`src/design/psd_pkg.sv`:
```
// Shared types and constants for the charge comparison PSD core.
package psd_pkg;

  // Register indexes of the configuration port
  typedef enum logic [7:0] {
    REG_POLARITY   = 8'd0,
    REG_GATE_START = 8'd1,
    REG_SHORT_LEN  = 8'd2,
    REG_LONG_LEN   = 8'd3
  } psd_reg_e;

  // Register reset values
  localparam logic        POLARITY_RST   = 1'b0;
  localparam logic [15:0] GATE_START_RST = 16'd110;
  localparam logic [15:0] SHORT_LEN_RST  = 16'd30;
  localparam logic [15:0] LONG_LEN_RST   = 16'd90;

  // Sample index width: wide enough for the widest gate end (gate start plus gate length)
  localparam int IDX_W = 17;
  // Baseline in 1/64 units and the widths of the charge products
  localparam int B64_W  = 22;
  localparam int PROD_W = 38;

  typedef struct packed {
    logic [15:0] sample;
    logic        last_sample;
    logic [63:0] time_stamp;
    logic [7:0]  chan;
  } psd_in_t;

  typedef struct packed {
    logic [63:0] event_time;
    logic [7:0]  event_channel;
    logic [15:0] short_charge;
    logic [15:0] long_charge;
    logic [15:0] baseline_level;
  } psd_out_t;

  typedef struct packed {
    logic        positive_polarity;
    logic [15:0] gate_start;
    logic [15:0] short_gate_length;
    logic [15:0] long_gate_length;
  } psd_cfg_t;

  // Waveform summary handed from front to back (baseline sum travels apart)
  typedef struct packed {
    logic [63:0] time_stamp;
    logic [7:0]  chan;
    logic        positive_polarity;
    logic [31:0] short_sum;
    logic [15:0] short_count;
    logic [31:0] long_sum;
    logic [15:0] long_count;
  } psd_evt_t;

endpackage

```
`src/design/psd_front.sv`:
```
// Front end: accumulates baseline and gate sums per waveform, queues a summary on the last beat.
module psd_front #(
  parameter int BASE = 64,
  parameter int BW   = 22
) (
  input  logic              clk_i,
  input  logic              rst_ni,
  input  psd_pkg::psd_cfg_t cfg_i,
  input  logic              in_valid_i,
  output logic              in_ready_o,
  input  psd_pkg::psd_in_t  in_i,
  input  logic              full_i,
  output logic              push_o,
  output psd_pkg::psd_evt_t evt_o,
  output logic [BW-1:0]     bsum_o
);
  import psd_pkg::*;

  logic [IDX_W-1:0] idx_q, idx_d;
  logic [BW-1:0]    bsum_q, bsum_d, bsum_nx;
  logic [31:0]      ssum_q, ssum_d, ssum_nx;
  logic [31:0]      lsum_q, lsum_d, lsum_nx;
  logic [15:0]      scnt_q, scnt_d, scnt_nx;
  logic [15:0]      lcnt_q, lcnt_d, lcnt_nx;
  logic [IDX_W-1:0] gstart, send, lend;
  logic             in_base, in_short, in_long, acc;

  // Stall only a last beat, and only while the queue is full
  assign in_ready_o = !full_i || !in_i.last_sample;
  assign acc        = in_valid_i && in_ready_o;
  assign push_o     = acc && in_i.last_sample;

  // Classify the current sample against baseline window and both gates
  assign gstart   = {1'b0, cfg_i.gate_start};
  assign send     = gstart + {1'b0, cfg_i.short_gate_length};
  assign lend     = gstart + {1'b0, cfg_i.long_gate_length};
  assign in_base  = idx_q < IDX_W'(BASE);
  assign in_short = (idx_q >= gstart) && (idx_q < send);
  assign in_long  = (idx_q >= gstart) && (idx_q < lend);

  // Accumulate
  assign bsum_nx = in_base  ? bsum_q + BW'(in_i.sample) : bsum_q;
  assign ssum_nx = in_short ? ssum_q + 32'(in_i.sample) : ssum_q;
  assign lsum_nx = in_long  ? lsum_q + 32'(in_i.sample) : lsum_q;
  assign scnt_nx = in_short ? scnt_q + 16'd1 : scnt_q;
  assign lcnt_nx = in_long  ? lcnt_q + 16'd1 : lcnt_q;

  // Summary for the queue
  always_comb begin
    evt_o.time_stamp        = in_i.time_stamp;
    evt_o.chan              = in_i.chan;
    evt_o.positive_polarity = cfg_i.positive_polarity;
    evt_o.short_sum         = ssum_nx;
    evt_o.short_count       = scnt_nx;
    evt_o.long_sum          = lsum_nx;
    evt_o.long_count        = lcnt_nx;
  end
  assign bsum_o = bsum_nx;

  // Advance on each beat, clear after the last one
  always_comb begin
    idx_d  = idx_q;
    bsum_d = bsum_q;
    ssum_d = ssum_q;
    lsum_d = lsum_q;
    scnt_d = scnt_q;
    lcnt_d = lcnt_q;
    if (acc) begin
      if (in_i.last_sample) begin
        idx_d  = '0;
        bsum_d = '0;
        ssum_d = '0;
        lsum_d = '0;
        scnt_d = '0;
        lcnt_d = '0;
      end else begin
        // index holds at all ones, which lies past every gate end
        idx_d  = (&idx_q) ? idx_q : idx_q + IDX_W'(1);
        bsum_d = bsum_nx;
        ssum_d = ssum_nx;
        lsum_d = lsum_nx;
        scnt_d = scnt_nx;
        lcnt_d = lcnt_nx;
      end
    end
  end

  always_ff @(posedge clk_i or negedge rst_ni) begin
    if (!rst_ni) begin
      idx_q  <= '0;
      bsum_q <= '0;
      ssum_q <= '0;
      lsum_q <= '0;
      scnt_q <= '0;
      lcnt_q <= '0;
    end else begin
      idx_q  <= idx_d;
      bsum_q <= bsum_d;
      ssum_q <= ssum_d;
      lsum_q <= lsum_d;
      scnt_q <= scnt_d;
      lcnt_q <= lcnt_d;
    end
  end

endmodule

```
`src/design/psd_queue.sv`:
```
// Short register queue between front and back ends.
module psd_queue #(
  parameter int WIDTH = 8,
  parameter int DEPTH = 2
) (
  input  logic             clk_i,
  input  logic             rst_ni,
  input  logic             push_i,
  input  logic [WIDTH-1:0] data_i,
  input  logic             pop_i,
  output logic [WIDTH-1:0] data_o,
  output logic             full_o,
  output logic             empty_o
);
  localparam int PW = (DEPTH > 1) ? $clog2(DEPTH) : 1;
  localparam int CW = $clog2(DEPTH + 1);

  logic [WIDTH-1:0] mem_q [DEPTH];
  logic [PW-1:0]    wr_q, wr_d, rd_q, rd_d;
  logic [CW-1:0]    cnt_q, cnt_d;
  logic             do_push, do_pop;

  assign full_o  = cnt_q == CW'(DEPTH);
  assign empty_o = cnt_q == '0;
  assign do_push = push_i && !full_o;
  assign do_pop  = pop_i && !empty_o;
  assign data_o  = mem_q[rd_q];

  // Step pointers with wrap, track fill level
  always_comb begin
    wr_d  = wr_q;
    rd_d  = rd_q;
    cnt_d = cnt_q;
    if (do_push) begin
      wr_d = (wr_q == PW'(DEPTH - 1)) ? '0 : wr_q + PW'(1);
    end
    if (do_pop) begin
      rd_d = (rd_q == PW'(DEPTH - 1)) ? '0 : rd_q + PW'(1);
    end
    if (do_push && !do_pop) begin
      cnt_d = cnt_q + CW'(1);
    end else if (do_pop && !do_push) begin
      cnt_d = cnt_q - CW'(1);
    end
  end

  always_ff @(posedge clk_i or negedge rst_ni) begin
    if (!rst_ni) begin
      wr_q  <= '0;
      rd_q  <= '0;
      cnt_q <= '0;
    end else begin
      wr_q  <= wr_d;
      rd_q  <= rd_d;
      cnt_q <= cnt_d;
    end
  end

  // Store entries
  always_ff @(posedge clk_i) begin
    if (do_push) begin
      mem_q[wr_q] <= data_i;
    end
  end

endmodule

```
`src/design/psd_back.sv`:
```
// Back end: baseline division by reciprocal, gate charges, saturation and output register.
module psd_back #(
  parameter int BASE = 64,
  parameter int BW   = 22
) (
  input  logic              clk_i,
  input  logic              rst_ni,
  input  logic              empty_i,
  input  psd_pkg::psd_evt_t evt_i,
  input  logic [BW-1:0]     bsum_i,
  output logic              pop_o,
  output logic              out_valid_o,
  input  logic              out_ready_i,
  output psd_pkg::psd_out_t out_o
);
  import psd_pkg::*;

  // x = 64 * baseline sum; q = floor(x / BASE) via reciprocal, off by at most one
  localparam int XW = BW + 6;
  localparam int K  = XW;
  localparam logic [XW:0] RECIP = (XW + 1)'((64'd1 << K) / 64'(BASE));

  function automatic logic [15:0] charge(input logic pol, input logic [PROD_W-1:0] nb,
                                         input logic [PROD_W-1:0] s64);
    logic [PROD_W:0] diff;
    logic [31:0]     whole;
    diff  = pol ? ({1'b0, s64} - {1'b0, nb}) : ({1'b0, nb} - {1'b0, s64});
    whole = diff[PROD_W-1:6];
    if (diff[PROD_W] || (diff == '0)) begin
      charge = '0;
    end else if (whole > 32'd65535) begin
      charge = 16'hFFFF;
    end else begin
      charge = whole[15:0];
    end
  endfunction

  logic adv;

  logic            v1_q, v2_q, v3_q, v4_q, v5_q;
  psd_evt_t        e1_q, e2_q, e3_q, e4_q;
  logic [XW-1:0]   x1_q, q1_q, x2_q, q2_q, t2_q;
  logic [B64_W-1:0] b3_q;
  logic [15:0]     lvl4_q;
  logic [PROD_W-1:0] as4_q, al4_q;
  psd_out_t        out_q;

  logic [XW-1:0]   x0, rem;
  logic [2*XW:0]   prod;
  logic [XW-1:0]   q3;
  logic [PROD_W-1:0] ss64, ls64;

  // Whole pipeline moves together whenever the output slot frees
  assign adv   = !v5_q || out_ready_i;
  assign pop_o = adv && !empty_i;

  assign x0   = {bsum_i, 6'b0};
  assign prod = {{(XW + 1){1'b0}}, x0} * {{XW{1'b0}}, RECIP};
  assign rem  = x2_q - t2_q;
  assign q3   = (rem >= XW'(BASE)) ? q2_q + XW'(1) : q2_q;
  assign ss64 = {e4_q.short_sum, 6'b0};
  assign ls64 = {e4_q.long_sum, 6'b0};

  // Valid bits
  always_ff @(posedge clk_i or negedge rst_ni) begin
    if (!rst_ni) begin
      v1_q <= 1'b0;
      v2_q <= 1'b0;
      v3_q <= 1'b0;
      v4_q <= 1'b0;
      v5_q <= 1'b0;
    end else if (adv) begin
      v1_q <= !empty_i;
      v2_q <= v1_q;
      v3_q <= v2_q;
      v4_q <= v3_q;
      v5_q <= v4_q;
    end
  end

  // Payload stages
  always_ff @(posedge clk_i) begin
    if (adv) begin
      // estimate quotient
      e1_q <= evt_i;
      x1_q <= x0;
      q1_q <= prod[K +: XW];
      // multiply back
      e2_q <= e1_q;
      x2_q <= x1_q;
      q2_q <= q1_q;
      t2_q <= q1_q * XW'(BASE);
      // correct by one
      e3_q <= e2_q;
      b3_q <= q3[B64_W-1:0];
      // count times baseline
      e4_q   <= e3_q;
      lvl4_q <= b3_q[B64_W-1:6];
      as4_q  <= PROD_W'(e3_q.short_count) * PROD_W'(b3_q);
      al4_q  <= PROD_W'(e3_q.long_count) * PROD_W'(b3_q);
      // charges into the output register
      out_q.event_time     <= e4_q.time_stamp;
      out_q.event_channel  <= e4_q.chan;
      out_q.short_charge   <= charge(e4_q.positive_polarity, as4_q, ss64);
      out_q.long_charge    <= charge(e4_q.positive_polarity, al4_q, ls64);
      out_q.baseline_level <= lvl4_q;
    end
  end

  assign out_valid_o = v5_q;
  assign out_o       = out_q;

endmodule

```
`src/design/pulse_charge_psd_core.sv`:
```
// Top level of the charge comparison pulse shape discrimination core.
//
// Samples enter one beat per clock; the front end does a single accumulate per beat and
// stalls only a last-sample beat, and only while its two-entry event queue is full. The
// back end is a five-stage pipeline (reciprocal multiply, multiply back, one-step
// correction, gate products, subtract and saturate) that takes one event per clock, so
// waveforms of any length, down to one sample each, sustain one sample per clock while
// the result side keeps ready high. An event's valid rises at the earliest once its
// summary has passed the queue and all five back-end stages. Configuration writes are
// always taken and should be made between waveforms; unknown register indexes are ignored.
module pulse_charge_psd_core #(
  parameter int BASE = 64
) (
  input  logic              clk_i,
  input  logic              rst_ni,
  input  logic              cfg_valid_i,
  output logic              cfg_ready_o,
  input  logic [7:0]        cfg_index_i,
  input  logic [15:0]       cfg_data_i,
  input  logic              in_valid_i,
  output logic              in_ready_o,
  input  psd_pkg::psd_in_t  in_i,
  output logic              out_valid_o,
  input  logic              out_ready_i,
  output psd_pkg::psd_out_t out_o
);
  import psd_pkg::*;

  localparam int BW    = $clog2(BASE) + 16;
  localparam int QW    = BW + $bits(psd_evt_t);
  localparam int QDEPTH = 2;

  psd_cfg_t         cfg_q, cfg_d;
  psd_evt_t         f_evt, b_evt;
  logic [BW-1:0]    f_bsum, b_bsum;
  logic             push, pop, q_full, q_empty;
  logic [QW-1:0]    q_rd;

  // Register writes
  assign cfg_ready_o = 1'b1;

  always_comb begin
    cfg_d = cfg_q;
    if (cfg_valid_i) begin
      unique case (cfg_index_i)
        REG_POLARITY:   cfg_d.positive_polarity = cfg_data_i[0];
        REG_GATE_START: cfg_d.gate_start        = cfg_data_i;
        REG_SHORT_LEN:  cfg_d.short_gate_length = cfg_data_i;
        REG_LONG_LEN:   cfg_d.long_gate_length  = cfg_data_i;
        default:        cfg_d = cfg_q;
      endcase
    end
  end

  always_ff @(posedge clk_i or negedge rst_ni) begin
    if (!rst_ni) begin
      cfg_q.positive_polarity <= POLARITY_RST;
      cfg_q.gate_start        <= GATE_START_RST;
      cfg_q.short_gate_length <= SHORT_LEN_RST;
      cfg_q.long_gate_length  <= LONG_LEN_RST;
    end else begin
      cfg_q <= cfg_d;
    end
  end

  psd_front #(
    .BASE (BASE),
    .BW   (BW)
  ) u_front (
    .clk_i      (clk_i),
    .rst_ni     (rst_ni),
    .cfg_i      (cfg_q),
    .in_valid_i (in_valid_i),
    .in_ready_o (in_ready_o),
    .in_i       (in_i),
    .full_i     (q_full),
    .push_o     (push),
    .evt_o      (f_evt),
    .bsum_o     (f_bsum)
  );

  psd_queue #(
    .WIDTH (QW),
    .DEPTH (QDEPTH)
  ) u_queue (
    .clk_i   (clk_i),
    .rst_ni  (rst_ni),
    .push_i  (push),
    .data_i  ({f_bsum, f_evt}),
    .pop_i   (pop),
    .data_o  (q_rd),
    .full_o  (q_full),
    .empty_o (q_empty)
  );

  assign b_bsum = q_rd[QW-1 -: BW];
  assign b_evt  = q_rd[$bits(psd_evt_t)-1:0];

  psd_back #(
    .BASE (BASE),
    .BW   (BW)
  ) u_back (
    .clk_i       (clk_i),
    .rst_ni      (rst_ni),
    .empty_i     (q_empty),
    .evt_i       (b_evt),
    .bsum_i      (b_bsum),
    .pop_o       (pop),
    .out_valid_o (out_valid_o),
    .out_ready_i (out_ready_i),
    .out_o       (out_o)
  );

endmodule
```
`config.mk`:
```
export PLATFORM = sky130hd
export DESIGN_NAME = pulse_charge_psd_core
export DESIGN_NICKNAME = d
export VERILOG_FILES = /design/src/design/psd_pkg.sv /design/src/design/psd_front.sv /design/src/design/psd_queue.sv /design/src/design/psd_back.sv /design/src/design/pulse_charge_psd_core.sv
export SDC_FILE = /design/constraint.sdc
export NUM_CORES = 2
export LEC_CHECK = 0
export ABC_CLOCK_PERIOD_IN_PS = 60600
export BUFFER_PORTS_ARGS = -buffer_cell sky130_fd_sc_hd__buf_4
export CORE_MARGIN = 2
export CORE_UTILIZATION = 50
export DETAILED_ROUTE_END_ITERATION = 6
export GPL_TIMING_DRIVEN = 0
export PLACE_DENSITY_LB_ADDON = 0.08
export SLEW_MARGIN = 20
export SYNTH_ARGS = -nofsm -noshare
export SYNTH_HDL_FRONTEND = slang
export SYNTH_HIERARCHICAL = 1
export SYNTH_SLANG_ARGS = --single-unit
```
`constraint.sdc`:
```
create_clock -name clk_i -period 60.6 [get_ports clk_i]
set_input_delay 6.06 -clock clk_i [delete_from_list [all_inputs] [get_ports clk_i]]
set_output_delay 6.06 -clock clk_i [all_outputs]
set_load 0.02 [all_outputs]
```
* After elaboration in Yosys (flattened, before gate mapping)
Memories as Yosys holds them, arrays and structs flattened. A register that Yosys moved wholly into a read port is not among the register bits.
Cells that the tools add are included.
** Word-level totals
- Register bits :: 924
- Memory bits (writable) :: 382
- Bits of input ports :: 118
- Output and inout bits :: 123
- Memories kept :: 1
** Cells by class
- Reduce and logical (&&, ||, !) cells :: 30
- $lt $le $gt $ge :: 7
- Add/sub/neg operators :: 18
- Eq/ne operators :: 5
- Muxes and demuxes :: 23
- Multiply operators :: 2
** Memories
- u_queue.mem_q :: depth 2, width 191, read ports 1, clocked after Yosys merged registers in 1, write ports 1, RTL line psd_queue.sv:18 : logic [WIDTH-1:0] mem_q [DEPTH];
** Operators with widths (count)
- $sub A38 B38 Y39 :: 4
- $mux W32 :: 4
- $mux W16 :: 6
- $logic_not A39 Y1 :: 2
- $mux W39 :: 2
- $mul A16 B22 Y38 :: 2
- $mux W22 :: 3
- $add A32 B16 Y32 :: 2
- $gt A32 B16 Y1 const B :: 2
- $add A16 B16 Y17 :: 2
- $lt A17 B17 Y1 :: 2
- $mux W17 :: 2
- $add A16 B1 Y16 const B :: 2
- $ge A28 B7 Y1 const B :: 1
- $sub A28 B28 Y28 :: 1
- $add A22 B1 Y22 const B :: 1
- $add A22 B16 Y22 :: 1
- $add A17 B1 Y17 const B :: 1
- $ge A17 B16 Y1 :: 1
- $lt A17 B7 Y1 const B :: 1
- $reduce_and A17 Y1 :: 1
- $eq A8 B2 Y1 const B :: 2
- $reduce_and A2 Y1 :: 5
- $logic_and A1 B1 Y1 :: 9
- 13 further kinds :: 26

* Depth between registers and ports, before layout
- Depth in word-level cells :: 10
- Depth in mapped cells :: 25
- Gate-level depth less buffers :: 24

* Cells and area by module
Netlist, hierarchy kept.
** Modules (own cells, without submodules)
- psd_back :: seq. area each 27811.7 sq um, times used 1, cells each 4877, area an instance 58688.8 sq um
- psd_queue :: seq. area each 11571.1 sq um, times used 1, cells each 613, area an instance 14048.5 sq um
- psd_front :: seq. area each 3378.2 sq um, times used 1, cells each 1627, area an instance 13578.0 sq um
- pulse_charge_psd_core :: seq. area each 1242.4 sq um, times used 1, cells each 110, area an instance 2016.9 sq um

* Worst setup path after synthesis
No wires, ideal clock.
- Kind :: input-to-reg
- From :: input port out_ready_i
- To :: register u_back.al4_q[0], enable pin
- Stages on the path :: 3
- Path slack :: 35.393 ns
- Required time :: 59.342 ns
- Library setup time :: 1.258 ns
- Buffers on the path :: 1
- Data arrival time :: 23.949 ns
- Path through :: nor2b_1 clkbuf_1 inv_1
** On the way
- Longest elaborated chain between the ends :: 1
** Ends and longest elaborated chain
- start, declared :: RTL line pulse_charge_psd_core.sv:24 : input logic out_ready_i,
- $logic_or A1 B1 Y1 :: RTL line psd_back.sv:54 : assign adv = !v5_q || out_ready_i;
- end signal, assigned :: RTL line psd_back.sv:100 : al4_q <= PROD_W'(e3_q.long_count) * PROD_W'(b3_q);
- end, declared :: RTL line psd_back.sv:45 : logic [PROD_W-1:0] as4_q, al4_q;
No other way between the ends.
A chain may end at the register's enable or synchronous reset.

* Worst setup path in the final report
- From :: input port in_i[72] (netlist name)
- To :: output port in_ready_o
** On the way
- Longest elaborated chain between the ends :: 2
** Ends and longest elaborated chain
- start, declared :: RTL line pulse_charge_psd_core.sv:22 : input psd_pkg::psd_in_t in_i,
- $logic_not A1 Y1 :: RTL line psd_front.sv:29 : assign in_ready_o = !full_i || !in_i.last_sample;
- $logic_or A1 B1 Y1 :: RTL line psd_front.sv:29
- end, declared :: RTL line pulse_charge_psd_core.sv:21 : output logic in_ready_o,
No other way between the ends.

==> results.sh <==
export IMPL_status="finished clean"
export IMPL_post_drt_wl_per_cell_um=23.4
export IMPL_globalRouteTotalUtil=0.262
export IMPL_timing_setup_tns_ns=0
export IMPL_setup_violations_final=0
export IMPL_synth_enable_flop_cells=1304
export IMPL_drtAntennaViolNets=0
export IMPL_worstPathRequired_ns=54.54
export IMPL_synth_cells=7227
export IMPL_pin_count_of_the_biggest_net_entering_global_routing=114
export IMPL_sequential_cell_area_um2=44000
export IMPL_dominantRegCellSynth="sky130_fd_sc_hd__edfxtp_1"
export IMPL_vias=56078
export IMPL_timing_setup_critical_path_class="input port to output port"
export IMPL_synth_nets=8389
export IMPL_route_final_wire_length_um=236000
export IMPL_pin_count=241
export IMPL_die_width_um=424
export IMPL_synthMostInstantiatedCell="sky130_fd_sc_hd__edfxtp_1"
export IMPL_commonest_cells_in_the_netlist="sky130_fd_sc_hd__edfxtp_1, sky130_fd_sc_hd__inv_1, sky130_fd_sc_hd__nand2_1"
export IMPL_ys_warn_count=6
export IMPL_die_area_um2=180000
export IMPL_timing_critical_path_from_type="input port"
export IMPL_clock_sink_count=1497
export IMPL_min_path_cells=0
export IMPL_multi_input_comb_area_um2=39100
export IMPL_detailedPlacementHpwl_um=181000
export IMPL_synth_ff_latch_count=1497
export IMPL_achievable_frequency_mhz=75.0
export IMPL_drcViolationCount=0
export IMPL_inserted_clock_buffers=154
export IMPL_synth_top_cells_by_area="sky130_fd_sc_hd__edfxtp_1, sky130_fd_sc_hd__fa_1, sky130_fd_sc_hd__ha_1, sky130_fd_sc_hd__dfrtp_1, sky130_fd_sc_hd__inv_1"
export IMPL_postCtsResizedCells=0
export IMPL_finish_instance_area_um2=98400
export IMPL_drive_gt1_frac=0.119
export IMPL_cts_repair_timing_setup_buffer_count=0
export IMPL_hold_path_class="register to register"
export IMPL_report_final_slew_viol_count=0
export IMPL_final_setup_skew_ns=0.0768
export IMPL_setup_repair_after_global_routing_missed_its_margin="false"
export IMPL_clk_pin_slew_ns=0.06
export IMPL_post_synth_instance_area_um2=88300
export IMPL_clk_path_buf_depth=3
export IMPL_fin_nets=8739
export IMPL_maxSlewHeadroom=0.246
export IMPL_dieHeight_um=424
export IMPL_floorplan_rows=154
export IMPL_final_min_period_over_clock_period=0.220
export IMPL_grt_ovfl_total=0
export IMPL_total_of_buffers_placed_on_input_and_output_ports=166
export IMPL_worst_endpoint_arrival_ns=7.28
export IMPL_avgSynthCellArea_um2=12.2
export IMPL_maxCapViolCount=0
export IMPL_flow_area_growth_from_synthesis_pct=11.4
export IMPL_critPathMaxFanout=9
export IMPL_start_util=0.502
export IMPL_cts_tree="built"
export IMPL_final_period_minus_worst_setup_slack_ns=13.34
export IMPL_dr_pass1_iters=7
export IMPL_tightestPinTransition_ns=1.13
export IMPL_r2r_cells=23
export IMPL_clock_tree_htree_level_count=4
export IMPL_insertion_delay_ns=0.83
export IMPL_drt_iter0_drc=4793
export IMPL_netlist_cell_type_count=106
export IMPL_number_of_antenna_violations_at_the_first_check_in_global_routing=12
export IMPL_ffs_w_async_s_r_synth=0.129
export IMPL_viasPerCell=5.58
export IMPL_globalplace_congestion=0.954
export IMPL_finalCoreUtilization=0.559
export IMPL_ctsHoldBuffers=0
export IMPL_finalHoldViolations=0
export IMPL_grt_first_pass_wirelength_um=352000
export IMPL_placed_area_um2=93200
export IMPL_netlist_area_leader_share=0.443
export IMPL_count_of_fill_cells_added_during_filler_insertion=14857
export IMPL_area_leader_netlist="sky130_fd_sc_hd__edfxtp_1"
export IMPL_share_of_the_yosys_chip_area_belonging_to_registers=0.498
export IMPL_fp_coreArea_um2=176000
export IMPL_critical_path_sink_type="output port"
export IMPL_cts_root_buf="sky130_fd_sc_hd__clkbuf_16"
export IMPL_grt_pass1_vias=55707
per-layer routing:
layer / global-route usage / routed length (um) / vias up
met1: 0.359 / 100000 / 28176
met3: 0.0483 / 15700 / 355
met4: 0.0971 / 9500 / 4
met2: 0.419 / 110000 / 1777
met5: 0 / 27 / -
li1: - / - / 25766
final cells by class:
type	instances	share of cell area
clock inverter	92	0.0108
buffer	371	0.0198
timing repair buffer	194	0.0197
inverter	880	0.0336
antenna	1	0.0000254
clock buffer	193	0.0418
tap	2340	0.0298
sequential	1497	0.447
multi-input combinational	4479	0.397
cell families (layout without fill, tap and decap cells):
logic type               after synthesis  in the layout  share of synthesized area
buffers and inverters               1251           1730                     0.0595
multiplexers                         300            300                     0.0388
XOR/XNOR                             239            239                     0.0237
other                                  1              2                  0.0000425
AND/OR/NAND/NOR                     1780           1780                     0.0998
AO/OA/AOI/OAI                       1115           1115                     0.0843
flip-flops                          1497           1497                      0.498
adder cells (fa/ha/maj)             1044           1044                      0.196
registers in the layout, summed over array words and instances (netlist names), 38 cells and up:
| register | cells |
|---|---|
| u_back/al4_q | 38 |
| u_back/e3_q | 169 |
| u_queue/mem_q | 382 |
| u_back/as4_q | 38 |
| u_back/out_o | 120 |
| cfg_q | 49 |
| u_back/e2_q | 169 |
| u_back/e1_q | 169 |
| u_back/e4_q | 137 |
path summary, 6_finish.rpt:
kind	start	to	slack (ns)
setup reg to reg	u_back/b3_q[10]	u_back/as4_q[37]	51.70
hold reg to reg	u_back/e1_q[15]	u_back/e2_q[15]	0.37
max in group asynchronous	rst_ni	u_front/bsum_q[20]	54.28
min in group asynchronous	rst_ni	cfg_q[36]	5.13
hold / removal	u_back/e1_q[15]	u_back/e2_q[15]	0.37
setup / recovery	in_i[72]	in_ready_o	47.26
critical path, stage by stage:
cell,delay (ns)
sky130_fd_sc_hd__clkbuf_1,0.48
sky130_fd_sc_hd__nand2_1,0.42
sky130_fd_sc_hd__buf_4,0.31
cell usage in the layout, fill, tap and decap left out, types with 38 or more instances in the layout:
master | Yosys | layout
sky130_fd_sc_hd__mux2_2 | 258 | 258
sky130_fd_sc_hd__or3_1 | 38 | 38
sky130_fd_sc_hd__buf_4 | 84 | 250
sky130_fd_sc_hd__ha_1 | 481 | 481
sky130_fd_sc_hd__xor2_1 | 74 | 74
sky130_fd_sc_hd__nand4_1 | 65 | 65
sky130_fd_sc_hd__a21oi_1 | 314 | 314
sky130_fd_sc_hd__a21o_1 | 94 | 94
sky130_fd_sc_hd__nand2_1 | 734 | 734
sky130_fd_sc_hd__a211oi_1 | 52 | 52
sky130_fd_sc_hd__fa_1 | 563 | 563
sky130_fd_sc_hd__dfrtp_1 | 180 | 180
sky130_fd_sc_hd__o211ai_1 | 40 | 40
sky130_fd_sc_hd__and3_1 | 47 | 46
sky130_fd_sc_hd__o21a_1 | 41 | 41
sky130_fd_sc_hd__and2_1 | 325 | 325
sky130_fd_sc_hd__inv_1 | 879 | 878
sky130_fd_sc_hd__edfxtp_1 | 1304 | 1304
sky130_fd_sc_hd__clkbuf_16 | 0 | 155
sky130_fd_sc_hd__o21ai_0 | 207 | 207
sky130_fd_sc_hd__nor3_1 | 77 | 77
sky130_fd_sc_hd__nor2_1 | 214 | 213
sky130_fd_sc_hd__nand3_1 | 96 | 96
sky130_fd_sc_hd__xnor2_1 | 165 | 165
sky130_fd_sc_hd__clkbuf_1 | 228 | 257
per-stage QoR:
step                hold WS, ns  setup WS [ns]  cells
floorplan                 0.400          35.39   7227
global placement          0.400          27.74   9733
detailed placement        0.405          47.26   9760
CTS                       0.366          47.26  10045
global route              0.370          47.25  10047
finish                    0.370          47.26  10047
Power is not shown: default switching activity piles up to over one toggle a cycle in this logic, so the estimate is an artifact.
